===== config.mk =====
export PLATFORM = sky130hd
export DESIGN_NAME = modular_inverse_ext_euclid_unit
export DESIGN_NICKNAME = d
export VERILOG_FILES = /design/src/rtl/mie_pkg.sv /design/src/rtl/mie_ctrl.sv /design/src/rtl/mie_datapath.sv /design/src/rtl/modular_inverse_ext_euclid_unit.sv
export SDC_FILE = /design/constraint.sdc
export NUM_CORES = 2
export LEC_CHECK = 0
export BUFFER_PORTS_ARGS = -buffer_cell sky130_fd_sc_hd__clkbuf_2
export CAP_MARGIN = 25
export CORE_MARGIN = 3
export CORE_UTILIZATION = 35
export DETAILED_ROUTE_END_ITERATION = 10
export MAX_ROUTING_LAYER = met4
export PLACE_DENSITY = 0.55
export SLEW_MARGIN = 5
export SYNTH_ARGS = -nofsm -noshare
export SYNTH_HDL_FRONTEND = slang
export SYNTH_HIERARCHICAL = 1
export SYNTH_SLANG_ARGS = --single-unit

===== constraint.sdc =====
create_clock -name clk -period 30.1 [get_ports clk]
set_clock_uncertainty 0.15 [all_clocks]
set_input_delay 3.01 -clock clk [delete_from_list [all_inputs] [get_ports clk]]
set_output_delay 3.01 -clock clk [all_outputs]
set_load 0.03 [all_outputs]

===== src/rtl/mie_pkg.sv =====
// Shared types and constants for the modular inverse unit.
package mie_pkg;

  // Default operand width; each field is one bit narrower.
  localparam int MIE_OPERAND_WIDTH = 64;

  // Controller states, one-hot.
  typedef enum logic [4:0] {
    ST_IDLE   = 5'b00001,
    ST_CHECK  = 5'b00010,
    ST_UP     = 5'b00100,
    ST_DOWN   = 5'b01000,
    ST_FINISH = 5'b10000
  } mie_state_t;

  // Commands from the controller to the datapath.
  typedef struct packed {
    logic load;        // capture a new request
    logic begin_step;  // start one quotient step from the current divisor
    logic shift_up;    // double the aligned divisor and coefficient
    logic sub_down;    // conditional subtract, then halve or close the step
    logic finish;      // reduce the coefficient and register the result
  } mie_cmd_t;

  // Status from the datapath to the controller.
  typedef struct packed {
    logic rc_zero;  // current remainder is zero: algorithm done
    logic up_ok;    // doubled divisor still fits under the dividend
    logic k_zero;   // divisor is back at its unshifted position
  } mie_status_t;

endpackage


===== src/rtl/mie_ctrl.sv =====
// Controller state machine of the modular inverse unit.
module mie_ctrl
  import mie_pkg::*;
(
  input  logic        clk,
  input  logic        rst,
  input  logic        start,
  input  mie_status_t status,
  output mie_cmd_t    cmd,
  output logic        busy,
  output logic        done
);

  mie_state_t state;
  mie_state_t state_next;

  // Sequence the Euclid steps.
  always_comb begin
    state_next = state;
    cmd        = '0;
    unique case (state)
      ST_IDLE: begin
        if (start) begin
          cmd.load   = 1'b1;
          state_next = ST_CHECK;
        end
      end
      ST_CHECK: begin
        if (status.rc_zero) begin
          state_next = ST_FINISH;
        end else begin
          cmd.begin_step = 1'b1;
          state_next     = ST_UP;
        end
      end
      ST_UP: begin
        if (status.up_ok) begin
          cmd.shift_up = 1'b1;
        end else begin
          state_next = ST_DOWN;
        end
      end
      ST_DOWN: begin
        cmd.sub_down = 1'b1;
        if (status.k_zero) begin
          state_next = ST_CHECK;
        end
      end
      ST_FINISH: begin
        cmd.finish = 1'b1;
        state_next = ST_IDLE;
      end
      default: begin
        state_next = ST_IDLE;
      end
    endcase
  end

  // Hold state and pulse done with the registered result.
  always_ff @(posedge clk) begin
    if (rst) begin
      state <= ST_IDLE;
      done  <= 1'b0;
    end else begin
      state <= state_next;
      done  <= (state == ST_FINISH);
    end
  end

  assign busy = (state != ST_IDLE);

endmodule


===== src/rtl/mie_datapath.sv =====
// Remainder, coefficient and shift-subtract datapath of the modular inverse unit.
module mie_datapath
  import mie_pkg::*;
#(
  parameter int OPERAND_WIDTH = MIE_OPERAND_WIDTH
) (
  input  logic                     clk,
  input  mie_cmd_t                 cmd,
  input  logic [OPERAND_WIDTH-2:0] value,
  input  logic [OPERAND_WIDTH-2:0] modulus,
  output mie_status_t              status,
  output logic [OPERAND_WIDTH-2:0] inverse,
  output logic [OPERAND_WIDTH-2:0] common_divisor
);

  localparam int FW = OPERAND_WIDTH - 1;
  localparam int CW = FW + 2;
  localparam int KW = (FW > 1) ? $clog2(FW) : 1;

  logic [FW-1:0]        rp;   // r_prev, then running remainder
  logic [FW-1:0]        rc;   // r_cur
  logic signed [CW-1:0] sp;   // s_prev, then running coefficient
  logic signed [CW-1:0] sc;   // s_cur
  logic [FW-1:0]        d;    // r_cur aligned by k
  logic signed [CW-1:0] sd;   // s_cur aligned by k
  logic [KW-1:0]        k;
  logic [FW-1:0]        m;

  logic                 take;
  logic [FW-1:0]        rp_sub;
  logic signed [CW-1:0] sp_sub;
  logic signed [CW-1:0] m_ext;
  logic signed [CW-1:0] s_pos;
  logic signed [CW-1:0] s_red;

  // Compare and subtract the aligned divisor.
  assign take   = (d <= rp);
  assign rp_sub = take ? (rp - d) : rp;
  assign sp_sub = take ? (sp - sd) : sp;

  // Reduce the final coefficient into 0..modulus-1; it lies within one modulus.
  assign m_ext = signed'({2'b00, m});
  assign s_pos = sp[CW-1] ? (sp + m_ext) : sp;
  assign s_red = (s_pos >= m_ext) ? (s_pos - m_ext) : s_pos;

  assign status.rc_zero = (rc == '0);
  assign status.up_ok   = ({1'b0, d, 1'b0} <= {2'b00, rp});
  assign status.k_zero  = (k == '0);

  // Advance the datapath by command.
  always_ff @(posedge clk) begin
    if (cmd.load) begin
      rp <= value;
      rc <= modulus;
      sp <= CW'(1);
      sc <= '0;
      m  <= modulus;
    end else if (cmd.begin_step) begin
      d  <= rc;
      sd <= sc;
      k  <= '0;
    end else if (cmd.shift_up) begin
      d  <= {d[FW-2:0], 1'b0};
      sd <= sd <<< 1;
      k  <= k + KW'(1);
    end else if (cmd.sub_down) begin
      if (k == '0) begin
        rp <= rc;
        rc <= rp_sub;
        sp <= sc;
        sc <= sp_sub;
      end else begin
        rp <= rp_sub;
        sp <= sp_sub;
        d  <= {1'b0, d[FW-1:1]};
        sd <= sd >>> 1;
        k  <= k - KW'(1);
      end
    end else if (cmd.finish) begin
      common_divisor <= rp;
      inverse        <= (m == '0) ? '0 : s_red[FW-1:0];
    end
  end

endmodule


===== src/rtl/modular_inverse_ext_euclid_unit.sv =====
// Each request loads the operands, then runs Euclid steps on the shared
// shift-subtract unit (doubling the aligned divisor, then subtracting and
// halving back), and finally reduces the coefficient and registers the result.
// Throughput: one request at a time; start is taken only while busy is low.
// The result is registered with done, which is high for one cycle and cannot be held off.
// Reset (rst, synchronous) returns the controller to idle and clears done.
module modular_inverse_ext_euclid_unit
  import mie_pkg::*;
#(
  parameter int OPERAND_WIDTH = MIE_OPERAND_WIDTH
) (
  input  logic                     clk,
  input  logic                     rst,
  input  logic                     start,
  input  logic [OPERAND_WIDTH-2:0] value,
  input  logic [OPERAND_WIDTH-2:0] modulus,
  output logic                     busy,
  output logic                     done,
  output logic [OPERAND_WIDTH-2:0] inverse,
  output logic [OPERAND_WIDTH-2:0] common_divisor
);

  mie_cmd_t    cmd;
  mie_status_t status;

  // Sequence the steps.
  mie_ctrl u_ctrl (
    .clk    (clk),
    .rst    (rst),
    .start  (start),
    .status (status),
    .cmd    (cmd),
    .busy   (busy),
    .done   (done)
  );

  // Hold remainders and coefficients.
  mie_datapath #(
    .OPERAND_WIDTH (OPERAND_WIDTH)
  ) u_datapath (
    .clk            (clk),
    .cmd            (cmd),
    .value          (value),
    .modulus        (modulus),
    .status         (status),
    .inverse        (inverse),
    .common_divisor (common_divisor)
  );

endmodule

; ---- Word-level counts from Yosys, hierarchy flattened
; Cells that the tools add are included.
[op_classes]
mux = 39
n_addsub = 6
n_eq_ne = 12
bitwise = 4
n_reduce_logical = 15
magnitude_cmp = 3
[ops]
columns = op, n
row1 = 63-bit two-way mux, 16
row2 = 65-bit two-way mux, 6
row3 = 63-bit zero test, 2
row4 = 63-bit subtractor, 2
row5 = 65-bit by 64-bit adder with 65-bit output, 1
row6 = 65-bit by 64-bit greater-or-equal comparator with 1-bit output, 1
row7 = 65-bit subtractor, 1
row8 = 64-bit by 63-bit <= comparator with 1-bit output, 1
row9 = 64-bit two-way mux, 1
row10 = 63-bit <= comparator, 1
row11 = 5-bit two-way mux, 4
row12 = 5-bit case mux with 4 select lines, 1
row13 = 6-bit two-way mux, 3
row14 = 3-bit AND reduction, 4
row15 = 1-bit two-way mux, 8
row16 = 4-bit AND reduction, 2
row17 = "6-bit by 1-bit adder with 6-bit output, second input constant", 1
row18 = 6-bit zero test, 1
row19 = "2-bit != test, second input constant", 3
row20 = 2-bit nonzero test, 3
row21 = "6-bit by 1-bit subtractor with 6-bit output, second input constant", 1
row22 = "5-bit by 1-bit == test with 1-bit output, second input constant", 1
row23 = "5-bit by 2-bit == test with 1-bit output, second input constant", 1
row24 = "5-bit by 3-bit == test with 1-bit output, second input constant", 1
row25 = 9 further kinds, 13
[word_totals]
output_inout_bits = 128
reg_bits = 585
elab_cells = 92
in_bits = 129

; ---- Longest topological paths before layout
[depth]
word_depth = 7
ltp_mapped = 27
depth_no_buf = 25

; ---- Hierarchy
; The synthesis kept the hierarchy.
[modules_own_cells]
columns = module, instances, cells_each, area_per_inst_um2, seq_area_each_um2
row1 = mie_datapath, 1, 4908, 43656.9, 16085.4
row2 = mie_ctrl, 1, 32, 309.0, 120.1

; ---- Least setup slack after synthesis
; Ideal clock, no wire load.
[synth_path]
path_type = input port to flip-flop
from = input start
to = register u_datapath.d[0], enable pin
cell_stages = 7
t_arrival_ps = 11257
setup_time_ps = 669
path_buffers = 4
path_slack_ps = 18025
cell_sequence = nand4b_1 > inv_1 > clkbuf_1 > clkbuf_1 > clkbuf_1 > buf_1 > a21oi_1
[synth_lines]
columns = element, line_no
row1 = start: declaration, modular_inverse_ext_euclid_unit.sv:14  ; input logic start,
row2 = end signal: assignment, mie_datapath.sv:59  ; d <= rc;
row3 = end signal: assignment, mie_datapath.sv:63  ; d <= {d[FW-2:0], 1'b0};
row4 = end signal: assignment, mie_datapath.sv:75  ; d <= {1'b0, d[FW-1:1]};
row5 = end: declaration, mie_datapath.sv:24  ; logic [FW-1:0] d;

; ---- Final worst setup path
[layout_path]
from = register u_datapath.m[0]
to = register u_datapath.inverse[22] (data pin)
[layout_via]
elab_chain_cells = 4
elab_cells_between_ends = 6
classes_between = add/sub: 2 / order compare: 1 / mux: 2 / reduce/logical: 1
[layout_lines]
columns = element, line_no
row1 = start: declaration, mie_datapath.sv:27  ; logic [FW-1:0] m;
row2 = start signal: assignment, mie_datapath.sv:57  ; m <= modulus;
row3 = 65-bit by 64-bit adder with 65-bit output, mie_datapath.sv:43  ; assign s_pos = sp[CW-1] ? (sp + m_ext) : sp;
row4 = 65-bit two-way mux, mie_datapath.sv:43
row5 = 63-bit subtractor / 65-bit by 64-bit greater-or-equal comparator with 1-bit output (equally long branches), mie_datapath.sv:44  ; assign s_red = (s_pos >= m_ext) ? (s_pos - m_ext) : s_pos;
row6 = 63-bit two-way mux, mie_datapath.sv:44
row7 = end signal: assignment, mie_datapath.sv:81  ; inverse <= (m == '0) ? '0 : s_red[FW-1:0];
row8 = end: declaration, mie_datapath.sv:12  ; output logic [OPERAND_WIDTH-2:0] inverse,
; Parallel ways exist; a longest one is shown, timed or not.
; A chain may end at the register's enable or synchronous reset.

==> qor.txt <==
status -> finished, final reports clean
filler cell count -> 12.5k
CP Launch Type -> flip-flop
flops & latches, synth -> 585
Critical Path Fanout Max -> 62
CP arrival -> 8.59 ns
Sink Count -> 585
total grt overflow -> 0
max cap viols -> 0
Slew headroom -> 0.229
Peak VDD IR -> 0.0411 mV
leakage -> 20.1 nW
CP Data Required Time -> 30.34 ns
commonest non-fill, non-tap cell in the layout -> nand2_1
critical setup path kind -> flip-flop to flip-flop
vias in the first global route -> 37.5k
GPL Wtd Cong -> 0.967
DP Cell Count -> 6601
CTS tree -> done
gr usage total -> 0.255
Syn Inst Count -> 4940
peak per-stage delay on the critical path -> 0.95 ns
Cell Pwr Density -> 53.2 nW/um2
main flop type after synthesis -> edfxtp_1
dpl hpwl -> 127 mm
period utilisation layout -> 0.277
area grow syn2layout -> 12.1%
Yosys cell types -> 93
largest net degree at the start of global routing -> 161
die area -> 130000 um2
io pins -> 257
fin crit period -> 8.35 ns
ranking of synthesized cells by area -> edfxtp_1, ha_1, dfxtp_1, mux2i_1, o21ai_0
synthesized area -> 44000 um2
H-tree levels -> 3
initial core utilization -> 0.354
routed length per instance -> 24.7 um
Yosys top cell area share -> 0.307
EDFF count, synth -> 449
max-slew violation count -> 0
dominant cell type by area after synthesis -> edfxtp_1
global-route wire length before repair -> 246 mm
Core ar. -> 124000 um2
Worst Max-Slew Pin Slew -> 1.16 ns
First-pass DRT Iterations -> 5
Clock Latency Late Sink -> 0.69 ns
post-route ant nets -> 0
Post-CTS Setup Repair Bufs -> 0
Cell Count, Final, Fillers Out -> 6737
vias per inst -> 5.81
Setup crit end kind -> flip-flop
final core utilization -> 0.397
clock tree buffer depth -> 3
synth warn -> 6
most frequent cells in the layout -> nand2_1, edfxtp_1, o21ai_0
layout cells sized above 1 -> 0.115
clock-pin slew on the worst setup and hold paths -> 0.06 ns
Post-Syn Nets -> 5393
Die W -> 360 um
Die Y -> 360 um
Hold Vio Cnt, Final -> 0
std cell rows -> 129
crit path cell chain -> ha_1 > inv_1 > fa_1 > nand2b_1 > a211o_1 > a21oi_1 > o311ai_0 > a21oi_1 > o21ai_1 > and2_1 > o21ai_0 > a211oi_1 > a221o_1 > ha_1 > and3_1 > nand2_1 > or4_1 > nor3_1 > a311o_1 > o221ai_1 > a32oi_4 > buf_4 > mux2i_1 > nor2_1
final net count -> 5491
initial antenna violation count -> 20
worst hold-check path type -> flip-flop to flip-flop
CTS resizes -> 0
Critical path buffers and inverters -> 2
async set or reset register ratio after synthesis -> 0
DRC -> 0
unrepaired setup endpoints after global routing -> false
Worst path slowest cell -> a32oi_4
vias -> 39.1k
CTS root buffer -> clkbuf_16
TritonCTS Buffers -> 71
DRT Wirelength -> 166 mm
sequential area share after synthesis -> 0.369
mean post-synth cell area -> 8.90 um2
Final setup viols -> 0
initial drt markers -> 3667
CTS Hold Bufs -> 0
CP delay by family, top -> compound AO/OA/AOI/OAI gates
setup TNS -> 0 ns
port bufs -> 256
f_max -> 0.120 GHz
## final cells by class
cell class	instances	area [um2]	area share
Inverter	335	1270	0.0257
Clock buffer	88	1960	0.0397
Tap cell	1637	2050	0.0415
Multi-Input combinational cell	3742	25500	0.517
Timing Repair Buffer	303	1690	0.0343
Antenna cell	3	7.51	0.000152
Clock inverter	44	627	0.0127
Sequential cell	585	16200	0.329
## cell families after synthesis
logic type | count (synthesis) | share of synthesized area
DFF | 585 | 0.369
AOI/OAI and AO/OA | 1476 | 0.211
and+or+nand+nor | 1361 | 0.145
xor gates and xnor gates | 225 | 0.0448
adders and majority gates | 324 | 0.0931
buffers and inverters | 613 | 0.0538
muxes | 356 | 0.0840
## report_power, final
group          total [W]  switching, W  internal (W)
logic           0.000671      0.000415      0.000256
registers       0.000980     0.0000510      0.000929
clock network   0.000970      0.000390      0.000581
total            0.00262      0.000856       0.00177
## per-layer routing
| layer | part of all wire | global-route usage | up-vias |
|---|---|---|---|
| met5 | 0 | - | - |
| met4 | 0.027 | 0.0658 | 0 |
| met3 | 0.060 | 0.0299 | 204 |
| met2 | 0.45 | 0.395 | 1390 |
| met1 | 0.46 | 0.354 | 19200 |
| li1 | - | - | 18400 |
## worst reg2reg max path, cell delays in order, from the launching register on
cell and delay (ns):
edfxtp_1 0.39, ha_1 0.23, inv_1 0.07, fa_1 0.40, nand2b_1 0.19, a211o_1 0.32
a21oi_1 0.31, o311ai_0 0.33, a21oi_1 0.27, o21ai_1 0.21, and2_1 0.24, o21ai_0 0.50
a211oi_1 0.16, a221o_1 0.36, ha_1 0.40, and3_1 0.26, nand2_1 0.10, or4_1 0.53
nor3_1 0.19, a311o_1 0.20, o221ai_1 0.17, a32oi_4 0.95, buf_4 0.75, mux2i_1 0.31
nor2_1 0.06
## registers in the layout (all words and copies together), names as in the netlist
signal	cells
u_ctrl/done	1
u_ctrl/state	5
u_datapath/common_divisor	63
u_datapath/d	63
u_datapath/inverse	63
u_datapath/k	6
u_datapath/m	63
u_datapath/rc	63
u_datapath/rp	63
u_datapath/sc	65
u_datapath/sd	65
u_datapath/sp	65
## Yosys cell counts (17+ instances only)
cell and instances:
a21oi_1 386, o21ai_0 411, and2_1 20, nor4_1 54, xnor2_1 142, a31oi_1 52, o21bai_1 55, nand2_1 491
inv_1 333, buf_2 30, nand4_1 104, xor2_1 83, a31o_2 17, nand3_1 77, mux2_2 102, dfxtp_1 136
clkbuf_1 222, o31ai_1 24, o21a_1 29, o211ai_1 17, nor2b_1 50, nand2b_1 33, a211oi_1 111, nor2_1 341
nor3_1 73, mux2i_1 254, o22ai_1 17, edfxtp_1 449, a21o_1 171, a21boi_0 20, and3_1 32, or3_1 27
ha_1 319, buf_1 18
## path summary, 6_finish.rpt
kind / start / to / slack (ns) / depth (start not counted)
setup / recovery: u_datapath/m[0]$_DFFE_PP_ / u_datapath/inverse[22]$_SDFFCE_PN0P_ / 21.75 / 24
hold / removal: u_datapath/sc[45]$_SDFFE_PP0P_ / u_datapath/sc[45]$_SDFFE_PP0P_ / 0.32 / 2
setup reg to reg: u_datapath/m[0]$_DFFE_PP_ / u_datapath/inverse[22]$_SDFFCE_PN0P_ / 21.75 / 24
hold reg to reg: u_datapath/sc[45]$_SDFFE_PP0P_ / u_datapath/sc[45]$_SDFFE_PP0P_ / 0.32 / 2
## stage by stage
step	setup WS (ns)	hold WS [ns]	power (W)	area, um2
after floorplan	18.02	0.292	0.00145	44000
after global placement	21.93	0.310	0.00165	46600
after detailed placement	21.81	0.313	0.00165	46700
after CTS	21.76	0.319	0.00263	49300
after global routing	21.10	0.336	0.00273	49300
final	21.75	0.321	0.00262	49300
Power figures use the tool's default switching activity.
